===== src/sv/smc_pkg.sv =====
// Shared constants, widths and a helper for the sidewinder maze carver.
package smc_pkg;

    localparam int MAX_SIDE_DEF = 64;   // default largest maze side
    localparam int SIDE_CAP     = 64;   // hard cap on a side from the 6-bit coordinates
    localparam int PICK_W       = 16;   // width of the random pick word
    localparam int COORD_W      = 6;    // width of row and column result fields
    localparam int CFG_W        = 7;    // width of a size register
    localparam int CFG_IDX_W    = 1;    // width of the register index

    localparam logic [CFG_IDX_W-1:0] CFG_MAZE_WIDTH  = 1'd0;
    localparam logic [CFG_IDX_W-1:0] CFG_MAZE_HEIGHT = 1'd1;

    localparam logic [CFG_W-1:0] MAZE_WIDTH_RST  = 7'd16;
    localparam logic [CFG_W-1:0] MAZE_HEIGHT_RST = 7'd16;

    // A size of zero behaves as one; a size above the limit behaves as the limit.
    function automatic logic [CFG_W-1:0] eff_side(input logic [CFG_W-1:0] v,
                                                  input logic [CFG_W-1:0] lim);
        logic [CFG_W-1:0] r;
        if (v == '0) begin
            r = CFG_W'(1);
        end else if (v > lim) begin
            r = lim;
        end else begin
            r = v;
        end
        return r;
    endfunction

endpackage


===== src/sv/smc_mod.sv =====
// Iterative restoring modulo unit: one quotient bit of the pick word per cycle.
module smc_mod #(
    parameter int CW = 6
) (
    input  logic                      i_clk,
    input  logic                      i_rst_n,
    input  logic                      i_start,
    input  logic [smc_pkg::PICK_W-1:0] i_dividend,
    input  logic [CW:0]               i_divisor,
    output logic                      o_done,
    output logic [CW-1:0]             o_rem
);

    localparam int STEP_W = $clog2(smc_pkg::PICK_W);

    logic                       r_busy;
    logic                       r_done;
    logic [STEP_W-1:0]          r_step;
    logic [smc_pkg::PICK_W-1:0] r_dvd;
    logic [CW:0]                r_div;
    logic [CW-1:0]              r_rem;
    logic [CW:0]                n_trial;
    logic [CW-1:0]              n_rem;

    // Shift the next dividend bit into the partial remainder and subtract when it fits.
    always_comb begin
        n_trial = {r_rem, r_dvd[smc_pkg::PICK_W-1]};
        if (n_trial >= r_div) begin
            n_rem = CW'(n_trial - r_div);
        end else begin
            n_rem = CW'(n_trial);
        end
    end

    always_ff @(posedge i_clk) begin
        if (!i_rst_n) begin
            r_busy <= 1'b0;
            r_done <= 1'b0;
            r_step <= '0;
        end else begin
            r_done <= 1'b0;
            if (i_start) begin
                r_busy <= 1'b1;
                r_step <= '0;
            end else if (r_busy) begin
                r_step <= r_step + STEP_W'(1);
                if (r_step == STEP_W'(smc_pkg::PICK_W - 1)) begin
                    r_busy <= 1'b0;
                    r_done <= 1'b1;
                end
            end
        end
    end

    always_ff @(posedge i_clk) begin
        if (i_start) begin
            r_dvd <= i_dividend;
            r_div <= i_divisor;
            r_rem <= '0;
        end else if (r_busy) begin
            r_dvd <= {r_dvd[smc_pkg::PICK_W-2:0], 1'b0};
            r_rem <= n_rem;
        end
    end

    assign o_done = r_done;
    assign o_rem  = r_rem;

endmodule


===== src/sv/sidewinder_maze_carver_top.sv =====
// Top level of the sidewinder maze carver: walk sequencer, size registers and result register.
// A cell that opens east, or any top-row cell, passes from the idle state to the emit state and
// then to the result register. A cell that closes a run and opens north waits in the divide state
// while the modulo unit runs its 16 one-bit steps, then goes to the emit state. One cell is in
// flight at a time, so the next cell waits until the sequencer is idle; carve stalls delay that.
// Reset (synchronous, active low) returns the walk to row 0, column 0 with run start 0,
// sets both sizes to 16 and empties the result register.
module sidewinder_maze_carver_top #(
    parameter int MAX_SIDE = smc_pkg::MAX_SIDE_DEF
) (
    input  logic                          i_clk,
    input  logic                          i_rst_n,
    // Cell input channel.
    input  logic                          i_in_valid,
    output logic                          o_in_stall,
    input  logic                          i_coin,
    input  logic [smc_pkg::PICK_W-1:0]    i_pick,
    // Carve command channel.
    output logic                          o_out_valid,
    input  logic                          i_out_stall,
    output logic [smc_pkg::COORD_W-1:0]   o_row,
    output logic [smc_pkg::COORD_W-1:0]   o_column,
    output logic                          o_carve_east,
    output logic                          o_carve_north,
    output logic [smc_pkg::COORD_W-1:0]   o_north_column,
    output logic                          o_maze_done,
    // Size register write channel.
    input  logic                          i_cfg_valid,
    output logic                          o_cfg_ready,
    input  logic [smc_pkg::CFG_IDX_W-1:0] i_cfg_index,
    input  logic [smc_pkg::CFG_W-1:0]     i_cfg_data
);

    // The usable side is the smaller of the parameter and the coordinate cap.
    localparam int LIM = (MAX_SIDE < smc_pkg::SIDE_CAP) ? MAX_SIDE : smc_pkg::SIDE_CAP;
    localparam int CW  = $clog2(LIM);   // bits of a column, row or run start
    localparam int EW  = CW + 1;        // bits of a side length or run length

    typedef enum logic [1:0] {
        ST_IDLE,
        ST_DIV,
        ST_EMIT
    } t_state;

    t_state                      r_state;
    logic [smc_pkg::CFG_W-1:0]   r_width;
    logic [smc_pkg::CFG_W-1:0]   r_height;
    logic [CW-1:0]               r_col;
    logic [CW-1:0]               r_row;
    logic [CW-1:0]               r_rs;

    // The cell being worked on.
    logic [CW-1:0]               r_cell_col;
    logic [CW-1:0]               r_cell_row;
    logic [CW-1:0]               r_cell_rs;
    logic                        r_cell_east;
    logic                        r_cell_north;
    logic                        r_cell_done;

    // Result register.
    logic                        r_out_valid;
    logic [CW-1:0]               r_out_row;
    logic [CW-1:0]               r_out_col;
    logic                        r_out_east;
    logic                        r_out_north;
    logic [CW-1:0]               r_out_ncol;
    logic                        r_out_done;

    logic [EW-1:0]               w_side;
    logic [EW-1:0]               h_side;
    logic                        wrap;
    logic [CW-1:0]               cur_x;
    logic [CW-1:0]               cur_y;
    logic [CW-1:0]               rs_raw;
    logic [CW-1:0]               cur_rs;
    logic                        last_in_row;
    logic                        close_run;
    logic                        maze_end;
    logic [EW-1:0]               run_len;
    logic [CW-1:0]               n_col;
    logic [CW-1:0]               n_row;
    logic [CW-1:0]               n_rs;
    logic                        in_beat;
    logic                        out_free;
    logic                        div_done;
    logic [CW-1:0]               div_rem;

    assign in_beat  = i_in_valid && !o_in_stall;
    assign out_free = !r_out_valid || !i_out_stall;

    // Effective maze size after clamping the registers into range.
    assign w_side = EW'(smc_pkg::eff_side(r_width,  smc_pkg::CFG_W'(LIM)));
    assign h_side = EW'(smc_pkg::eff_side(r_height, smc_pkg::CFG_W'(LIM)));

    // Walk decision for the arriving cell. A size change that leaves the counters
    // outside the maze restarts the walk at the first cell.
    always_comb begin
        wrap        = ({1'b0, r_col} >= w_side) || ({1'b0, r_row} >= h_side);
        cur_x       = wrap ? '0 : r_col;
        cur_y       = wrap ? '0 : r_row;
        rs_raw      = wrap ? '0 : r_rs;
        cur_rs      = (rs_raw > cur_x) ? cur_x : rs_raw;
        last_in_row = ({1'b0, cur_x} + EW'(1)) == w_side;
        close_run   = (cur_y != '0) && (last_in_row || !i_coin);
        maze_end    = last_in_row && (({1'b0, cur_y} + EW'(1)) == h_side);
        run_len     = {1'b0, cur_x} - {1'b0, cur_rs} + EW'(1);
        if (last_in_row) begin
            n_col = '0;
            n_rs  = '0;
            n_row = maze_end ? '0 : cur_y + CW'(1);
        end else begin
            n_col = cur_x + CW'(1);
            n_row = cur_y;
            n_rs  = close_run ? cur_x + CW'(1) : cur_rs;
        end
    end

    // The north column is the run start plus the pick reduced by the run length.
    smc_mod #(
        .CW (CW)
    ) u_mod (
        .i_clk      (i_clk),
        .i_rst_n    (i_rst_n),
        .i_start    (in_beat && close_run),
        .i_dividend (i_pick),
        .i_divisor  (run_len),
        .o_done     (div_done),
        .o_rem      (div_rem)
    );

    // Size registers accept a write every cycle.
    assign o_cfg_ready = 1'b1;

    always_ff @(posedge i_clk) begin
        if (!i_rst_n) begin
            r_width  <= smc_pkg::MAZE_WIDTH_RST;
            r_height <= smc_pkg::MAZE_HEIGHT_RST;
        end else if (i_cfg_valid && o_cfg_ready) begin
            case (i_cfg_index)
                smc_pkg::CFG_MAZE_WIDTH:  r_width  <= i_cfg_data;
                smc_pkg::CFG_MAZE_HEIGHT: r_height <= i_cfg_data;
                default: ;
            endcase
        end
    end

    // Sequencer: take a cell, run the modulo unit when a run closes, then hand the
    // carve command to the result register once it is free.
    always_ff @(posedge i_clk) begin
        if (!i_rst_n) begin
            r_state     <= ST_IDLE;
            r_col       <= '0;
            r_row       <= '0;
            r_rs        <= '0;
            r_out_valid <= 1'b0;
        end else begin
            // In the emit state the result register is refilled below instead.
            if (r_out_valid && !i_out_stall && (r_state != ST_EMIT)) begin
                r_out_valid <= 1'b0;
            end
            case (r_state)
                ST_IDLE: begin
                    if (in_beat) begin
                        r_col        <= n_col;
                        r_row        <= n_row;
                        r_rs         <= n_rs;
                        r_cell_col   <= cur_x;
                        r_cell_row   <= cur_y;
                        r_cell_rs    <= cur_rs;
                        r_cell_east  <= !close_run && !last_in_row;
                        r_cell_north <= close_run;
                        r_cell_done  <= maze_end;
                        r_state      <= close_run ? ST_DIV : ST_EMIT;
                    end
                end
                ST_DIV: begin
                    if (div_done) begin
                        r_state <= ST_EMIT;
                    end
                end
                ST_EMIT: begin
                    if (out_free) begin
                        r_out_valid <= 1'b1;
                        r_out_row   <= r_cell_row;
                        r_out_col   <= r_cell_col;
                        r_out_east  <= r_cell_east;
                        r_out_north <= r_cell_north;
                        r_out_ncol  <= r_cell_north ? r_cell_rs + div_rem : '0;
                        r_out_done  <= r_cell_done;
                        r_state     <= ST_IDLE;
                    end
                end
                default: begin
                    r_state <= ST_IDLE;
                end
            endcase
        end
    end

    // A new cell is taken only while the sequencer is idle.
    assign o_in_stall = (r_state != ST_IDLE);

    assign o_out_valid    = r_out_valid;
    assign o_row          = smc_pkg::COORD_W'(r_out_row);
    assign o_column       = smc_pkg::COORD_W'(r_out_col);
    assign o_carve_east   = r_out_east;
    assign o_carve_north  = r_out_north;
    assign o_north_column = smc_pkg::COORD_W'(r_out_ncol);
    assign o_maze_done    = r_out_done;

endmodule

===== config.mk =====
export PLATFORM = sky130hd
export DESIGN_NAME = sidewinder_maze_carver_top
export DESIGN_NICKNAME = d
export VERILOG_FILES = /design/src/sv/smc_pkg.sv /design/src/sv/smc_mod.sv /design/src/sv/sidewinder_maze_carver_top.sv
export SDC_FILE = /design/constraint.sdc
export NUM_CORES = 1
export LEC_CHECK = 0
export BUFFER_PORTS_ARGS = -buffer_cell sky130_fd_sc_hd__buf_4
export CELL_PAD_IN_SITES_DETAIL_PLACEMENT = 1
export CELL_PAD_IN_SITES_GLOBAL_PLACEMENT = 1
export CORE_ASPECT_RATIO = 1.2
export CORE_UTILIZATION = 48
export DETAILED_ROUTE_END_ITERATION = 7
export GPL_TIMING_DRIVEN = 0
export HOLD_SLACK_MARGIN = 0.12
export PLACE_DENSITY = 0.82
export SYNTH_ARGS = -nofsm -noshare
export SYNTH_HDL_FRONTEND = slang
export SYNTH_SLANG_ARGS = --single-unit

===== constraint.sdc =====
create_clock -name i_clk -period 7.1 [get_ports i_clk]
set_input_delay 1.065 -clock i_clk [delete_from_list [all_inputs] [get_ports i_clk]]
set_output_delay 1.065 -clock i_clk [all_outputs]
set_load 0.01 [all_outputs]

==> impl_metrics.csv, run 1 <==
group,metric,value,unit
outcome,status,"finished clean",
placed_design,dp_cells,871,
worst_setup_path,crit_top_cell,"ha_1",
sta,max_freq,157,MHz
placed_design,port_buffers,49,
synth,ys_ff_latch,112,
cts,cts_resized,0,
hold_path,hold_start,"r_cell_row[5]",
sta,setup_violations,0,
cells_and_area,diodes,0,
worst_setup_path,slowest_delay,0.41,ns
worst_setup_path,criticalPathCategory,"reg -> reg",
cts,cts_root_buf,"clkbuf_16",
synth,synth_edf_count,65,
die,die_x,109,microns
synth,synthCells,652,
worst_setup_path,reg2reg_from,"r_width[3]",
worst_setup_path,cp_top_family,"compound AO/OA/AOI/OAI gates",
sta,maxSlewHeadroom,0.359,
worst_setup_path,cp-start-kind,"flop",
placed_design,gp_congestion,0.915,
cts,ctsHtreeMaxLevel,3,
cells_and_area,drive_above_1_share,0.163,
sta,worstMarginPinSlew,0.960,ns
pwr,fin_total_pwr,1.95,mW
sta,drv_slew,0,
hold_path,hold_depth,0,
pwr,p_leak,3.04,nW
worst_setup_path,required,7.20,ns
worst_setup_path,cp_slowest_cell,"ha_1",
job,drv_cap,0,
worst_setup_path,arrival,6.47,ns
route,dr.first_iter.drc_count,304,
worst_setup_path,cp_num_buf_inv,1,
sta,finalHoldViolCount,0,
cts,insertion_delay,0.36,ns
route,antenna_left,0,
hold_path,worst_hold_path_type,"reg -> reg",
sta,fin_crit,6.37,ns
cts,ctsHoldBuffers,0,
synth,synth_fp_nets,728,
global_route,grt_overflow,0,
synth,synth_top_area_cell,"edfxtp_1",
global_route,grt_usage,0.274,
worst_setup_path,worstSetupEndpointType,"flop",
synth,yosys-top-cells-area,"edfxtp_1 30%, dfxtp_1 14%, ha_1 8.2%",
hold_path,hold_end,"o_row[5]",
global_route,grt_pass1_vias,5618,
cts,cts_made_buffers,9,
cells_and_area,finalNonFillerCells,887,
synth,syn-cell-area,6580,sq um
cts,clkTransAtPathRegs,0.08,ns
synth,async_flop_share,0,
synth,synth_top_cell_area_share,0.296,
cells_and_area,nNetsFinal,790,
sta,whs,0.423,ns
die,die_area,14200,sq um
global_route,grt_antenna_before_repair,0,
route,via_per_inst,6.02,
worst_setup_path,timing.rr.end,"u_mod.r_div[6]",
worst_setup_path,path_cells,"or3_4, o41ai_4, ha_1, nand2b_1, a211oi_1, o221ai_1, buf_2, nor2_1, nand2_1, ha_1, and3_1, o21ai_0, a31o_2, a211o_1, o21ai_2, mux2_2, nand2_1, ha_1, ha_1, a21o_1, a21oi_1, o21bai_1, a21oi_1, xor2_1",
sta,fin_crit_sh,0.897,
worst_setup_path,worst-r2r-cell-count,24,
cells_and_area,area_growth_syn_to_layout,13.9,%
placed_design,dp_hpwl,14100,microns
sta,rsz0062_at_grt,"no",
die,ios,54,
cells_and_area,utilization,0.564,
sta,skew,0.0117,ns
synth,avgSynthCellArea,10.1,sq um
synth,seq_area_frac_synth,0.439,
die,rows,46,
cells_and_area,fillCellCount,1490,
worst_setup_path,r2r_slack,0.73,ns
worst_setup_path,path_max_fanout,10,
route,dr.pass1.iters,4,
pwr,powerDensity,261,nW/um^2
cts,cts_sinks,112,
global_route,grt_pass1_wl,29000,microns
cts,cts_tree,"yes",
die,die_h,130,microns
route,drt-total-wl,18700,microns
sta,tns,0,ns
synth,synth_warnings,0,
cts,clk_path_buf_depth,2,
synth,synth_cell_types,81,
cts,cts_setup_buffers,0,
global_route,grt_max_degree,25,
die,fp.coreArea,13300,sq um
synth,dominantRegCellSynth,"edfxtp_1",
route,wire_per_inst,21.1,microns
die,start_util,0.495,
route,drc_errors,0,
route,vias,5338,
pwr,max-vdd-ir-drop,137,uV
cells by family after synthesis:
family | Yosys count | synth area share
flip-flops | 112 | 0.439
adder cells (fa/ha/maj) | 46 | 0.0908
multiplexers | 21 | 0.0412
XOR/XNOR | 29 | 0.0407
AO/OA/AOI/OAI | 142 | 0.160
buffers and inverters | 77 | 0.0496
other | 1 | 0.000570
AND/OR/NAND/NOR | 224 | 0.178
flip-flops by register name, summed over array words and instances (netlist names), 2 cells and up:
signal          cells
u_mod.r_dvd        16
r_height            7
r_width             7
u_mod.r_div         7
o_column            6
o_north_column      6
o_row               6
r_cell_col          6
r_cell_row          6
r_cell_rs           6
r_col               6
r_row               6
r_rs                6
u_mod.o_rem         6
u_mod.r_step        4
r_state             2
area by class of cell:
type / instances / area [sq um] / share of cell area
tap: 168 / 210 / 0.0280
multi-input combinational: 463 / 3370 / 0.449
inverter: 49 / 189 / 0.0252
buffer: 28 / 138 / 0.0183
clock buffer: 11 / 243 / 0.0324
timing repair buffer: 51 / 390 / 0.0520
sequential: 112 / 2890 / 0.386
clock inverter: 5 / 70.1 / 0.00934
synthesized netlist by cell type (4+ instances only):
cell / n
a31oi_1: 9
nor2_1: 26
edfxtp_1: 65
xnor2_1: 21
and2_1: 10
a211oi_1: 9
mux2_2: 9
a21boi_0: 4
a21oi_1: 31
dfxtp_1: 47
mux2_4: 10
a21o_1: 11
xor2_1: 7
or3_1: 7
clkbuf_1: 17
ha_1: 43
nand2b_1: 19
nor2b_1: 8
nor3_1: 17
o211ai_1: 7
o31ai_1: 5
nor4_1: 4
nand2_1: 62
nand3_1: 30
buf_2: 7
nand4_1: 6
and3_1: 16
inv_1: 47
a22o_1: 7
o21ai_0: 14
cell usage in the layout, fill, tap and decap left out, types with 10 or more instances in the layout:
master	netlist	routed
a21o_1	11	11
a21oi_1	31	31
and2_1	10	10
and3_1	16	16
buf_4	2	51
clkbuf_1	17	18
dfxtp_1	47	47
edfxtp_1	65	65
ha_1	43	43
inv_1	47	47
mux2_4	10	10
nand2_1	62	62
nand2b_1	19	19
nand3_1	30	30
nor2_1	26	26
nor3_1	17	17
o21ai_0	14	14
xnor2_1	21	21
where the power goes:
group          switching (mW)  internal, mW  total (mW)  leakage (nW)
Combinational           0.360         0.241       0.602          1.90
Clock                   0.255         0.292       0.547         0.155
Sequential             0.0466         0.760       0.807         0.987
Total                   0.662          1.29        1.95          3.04
worst register-to-register path, delay by kind of cell (launching register included):
family                   cells  cell delay (ns)
XOR/XNOR                     1             0.08
multiplexers                 1             0.38
AO/OA/AOI/OAI               11             2.41
adder cells (fa/ha/maj)      4             1.28
AND/OR/NAND/NOR              6             1.38
buffers and inverters        1             0.26
flip-flops                   1             0.32
worst max path at each step:
| stage | slack (ns) | to | cells after the start | from |
|---|---|---|---|---|
| 2_1_floorplan | 1.74 | u_mod.r_div[6] | 24 | r_width[3] |
| 3_3_place_gp | 0.92 | u_mod.r_div[6] | 24 | r_width[3] |
| 3_5_place_dp | 0.76 | u_mod.r_div[6] | 24 | r_width[3] |
| 4_1_cts | 0.72 | u_mod.r_div[6] | 24 | r_width[3] |
| 5_1_grt | 0.36 | u_mod.r_div[6] | 24 | r_width[3] |
| 6_report | 0.73 | u_mod.r_div[6] | 24 | r_width[3] |
stage by stage:
stage	area (sq um)	worst slack, ns
4_1_cts	7500	0.724
3_5_place_dp	7190	0.763
3_3_place_gp	7160	0.920
5_1_grt	7500	0.363
6_report	7500	0.733
2_1_floorplan	6580	1.74
metal layers:
| metal | share of wire | GRT usage |
|---|---|---|
| met1 | 0.38 | 0.281 |
| met2 | 0.54 | 0.526 |
| met3 | 0.040 | 0.0385 |
| met4 | 0.040 | 0.150 |
| met5 | 0 | 0 |
Note: power is estimated with default switching activity, not from simulation.
==> run 2: changes to the inputs <==
--- a/config.mk
+++ b/config.mk
@@ -7,3 +7,3 @@
 export LEC_CHECK = 0
-export BUFFER_PORTS_ARGS = -buffer_cell sky130_fd_sc_hd__buf_4
+export BUFFER_PORTS_ARGS = -buffer_cell sky130_fd_sc_hd__buf_2
 export CELL_PAD_IN_SITES_DETAIL_PLACEMENT = 1
--- a/constraint.sdc
+++ b/constraint.sdc
@@ -3,2 +3,2 @@
 set_output_delay 1.065 -clock i_clk [all_outputs]
-set_load 0.01 [all_outputs]
+set_load 0.02 [all_outputs]
==> run 2 against run 1 <==
Non-clock buffer count unchanged. Cell area is 1.9% lower. Highest routed layer unchanged. Sequential power is essentially flat. Clock skew shrank 0.0015 ns. Cell count is the same. Hold slack got worse by 0.0060 ns. Via count shrank 1.3%. Maximum frequency fell by 3.3%. Clock power shrank 7.7%. Power is 2.5% lower. Largest cell class unchanged. Clock-buffer cell count down 2. Largest power group unchanged.
==> impl_metrics.csv, run 2 (synthesis results as in run 1) <==
group,metric,value,unit
outcome,status,"finished clean",
worst_setup_path,reg2reg_from,"r_width[3]",
sta,fin_crit,6.59,ns
pwr,power.switching,0.668,mW
route,routed.top_layer,"met4",
cells_and_area,final_cell_mix,"65 x edfxtp_1, 62 x nand2_1, 56 x buf_2",
route,drt-total-wl,18300,microns
sta,worstMarginPinSlew,0.982,ns
route,dr.pass1.iters,4,
cells_and_area,final_common_cell,"edfxtp_1",
cts,cts_tree,"yes",
die,die_area,14200,sq um
cells_and_area,regMostFlops,"u_mod.r_dvd",
cells_and_area,largest_reg_flops,16,
worst_setup_path,arrival,6.77,ns
worst_setup_path,criticalPathCategory,"reg -> reg",
worst_setup_path,worstSetupEndpointType,"flop",
cells_and_area,drive_above_1_share,0.164,
cells_and_area,utilization,0.553,
placed_design,dp_slack,0.579,ns
worst_setup_path,worstSetupStartpoint,"r_width[3]",
route,drc_errors,0,
worst_setup_path,timing.rr.end,"u_mod.r_div[6]",
route,wl_met2,10000,microns
worst_setup_path,worst-r2r-cell-count,24,
cells_and_area,fillCellCount,1523,
sta,setup_violations,0,
hold_path,hold_depth,0,
cts,cts_root_buf,"clkbuf_16",
sta,drv_slew,0,
pwr,powerDensity,259,nW/um^2
pwr,fin_total_pwr,1.91,mW
pwr,max-vdd-ir-drop,144,uV
cts,cts_made_buffers,9,
cts,ctsHtreeMaxLevel,3,
hold_path,worst_hold_path_type,"reg -> reg",
die,fp.coreArea,13300,sq um
cts,insertion_delay,0.37,ns
hold_path,hold_start,"r_cell_row[2]",
hold_path,hold_end,"o_row[2]",
global_route,grt_pass1_vias,5647,
sta,fin_crit_sh,0.928,
cts,cts_setup_buffers,0,
die,start_util,0.495,
pwr,p_int,1.24,mW
sta,tns,0,ns
pwr,p_clk_frac,0.265,
sta,maxSlewHeadroom,0.345,
cells_and_area,diodes,0,
cts,clkTransAtPathRegs,0.08,ns
route,vias,5268,
die,ios,54,
sta,max_freq,152,MHz
placed_design,port_buffers,49,
cells_and_area,area_growth_syn_to_layout,11.7,%
placed_design,gp_congestion,0.885,
sta,rsz0062_at_grt,"no",
placed_design,dp_hpwl,14100,microns
global_route,grt_overflow,0,
pwr,p_leak,2.98,nW
route,wl_met1,6980,microns
cts,cts_sinks,112,
sta,finalHoldViolCount,0,
cts,clk_path_buf_depth,2,
pwr,comb_power_share,0.311,
cells_and_area,regArea,2890,sq um
route,via_per_inst,5.94,
die,rows,46,
global_route,grt_pass1_wl,29000,microns
global_route,grt_max_degree,25,
sta,setup_slack,0.513,ns
route,routed-wl-met3,694,microns
global_route,grt_usage,0.274,
worst_setup_path,r2r_slack,0.51,ns
worst_setup_path,path_max_fanout,10,
route,antenna_left,0,
worst_setup_path,required,7.28,ns
sta,skew,0.0102,ns
die,die_x,109,microns
route,dr.first_iter.drc_count,388,
cts,cts_resized,0,
job,drv_cap,0,
pwr,switching_share,0.351,
cells_and_area,nNetsFinal,790,
die,die_h,130,microns
global_route,grt_antenna_before_repair,0,
route,wire_per_inst,20.6,microns
cells_and_area,multi_input_comb_area,3370,sq um
pwr,seq_power_share,0.424,
cts,ctsHoldBuffers,0,
worst_setup_path,cp-start-kind,"flop",
==> run 2: metal layers <==
layer  up-vias  track usage
li1       2513            -
met1      2579        0.283
met2       133        0.526
met3        43       0.0425
met4         0        0.139
met5         -            0
==> run 2: critical path: stages (launching register included) <==
cell      delay [ns]
dfxtp_1         0.32
or3_4           0.39
o41ai_4         0.33
ha_1            0.32
nand2b_1        0.15
a211oi_1        0.35
o221ai_1        0.28
buf_2           0.29
nor2_1          0.41
nand2_1         0.18
ha_1            0.42
and3_1          0.20
o21ai_0         0.11
a31o_2          0.26
a211o_1         0.32
o21ai_2         0.12
mux2_2          0.38
nand2_1         0.07
ha_1            0.26
ha_1            0.31
a21o_1          0.18
a21oi_1         0.22
o21bai_1        0.09
a21oi_1         0.20
xor2_1          0.24
==> run 2: power groups by stage <==
stage | Clock [mW] | Combinational (mW) | Sequential [mW]
final | 0.505 | 0.592 | 0.809
after global routing | 0.529 | 0.652 | 0.814
after CTS | 0.512 | 0.593 | 0.809
after detailed placement | 0 | 0.584 | 0.822
after global placement | 0 | 0.544 | 0.817
after floorplan | 0 | 0.417 | 0.813
==> run 2: how the worst max path moves through the flow <==
stage	slack (ns)	depth (start not counted)	end
3_3_place_gp	0.81	24	u_mod.r_div[6]
5_1_grt	0.17	24	u_mod.r_div[6]
2_1_floorplan	1.74	24	u_mod.r_div[6]
4_1_cts	0.51	24	u_mod.r_div[6]
3_5_place_dp	0.58	24	u_mod.r_div[6]
6_report	0.51	24	u_mod.r_div[6]
==> run 2: metrics by stage <==
stage	area, sq um	std cells	hold WS (ns)
floorplan	6580	652	0.400
global placement	7040	869	0.402
detailed placement	7070	871	0.406
CTS	7360	887	0.422
global route	7360	887	0.433
finish	7360	887	0.417
==> run 2: cell type report <==
type | count | share of cell area
clock inverters | 7 | 0.00884
clock buffers | 9 | 0.0306
inverters | 49 | 0.0257
repair buffers | 51 | 0.0364
multi-input cells | 463 | 0.458
plain buffers | 28 | 0.0187
well taps | 168 | 0.0286
flip-flops and latches | 112 | 0.393
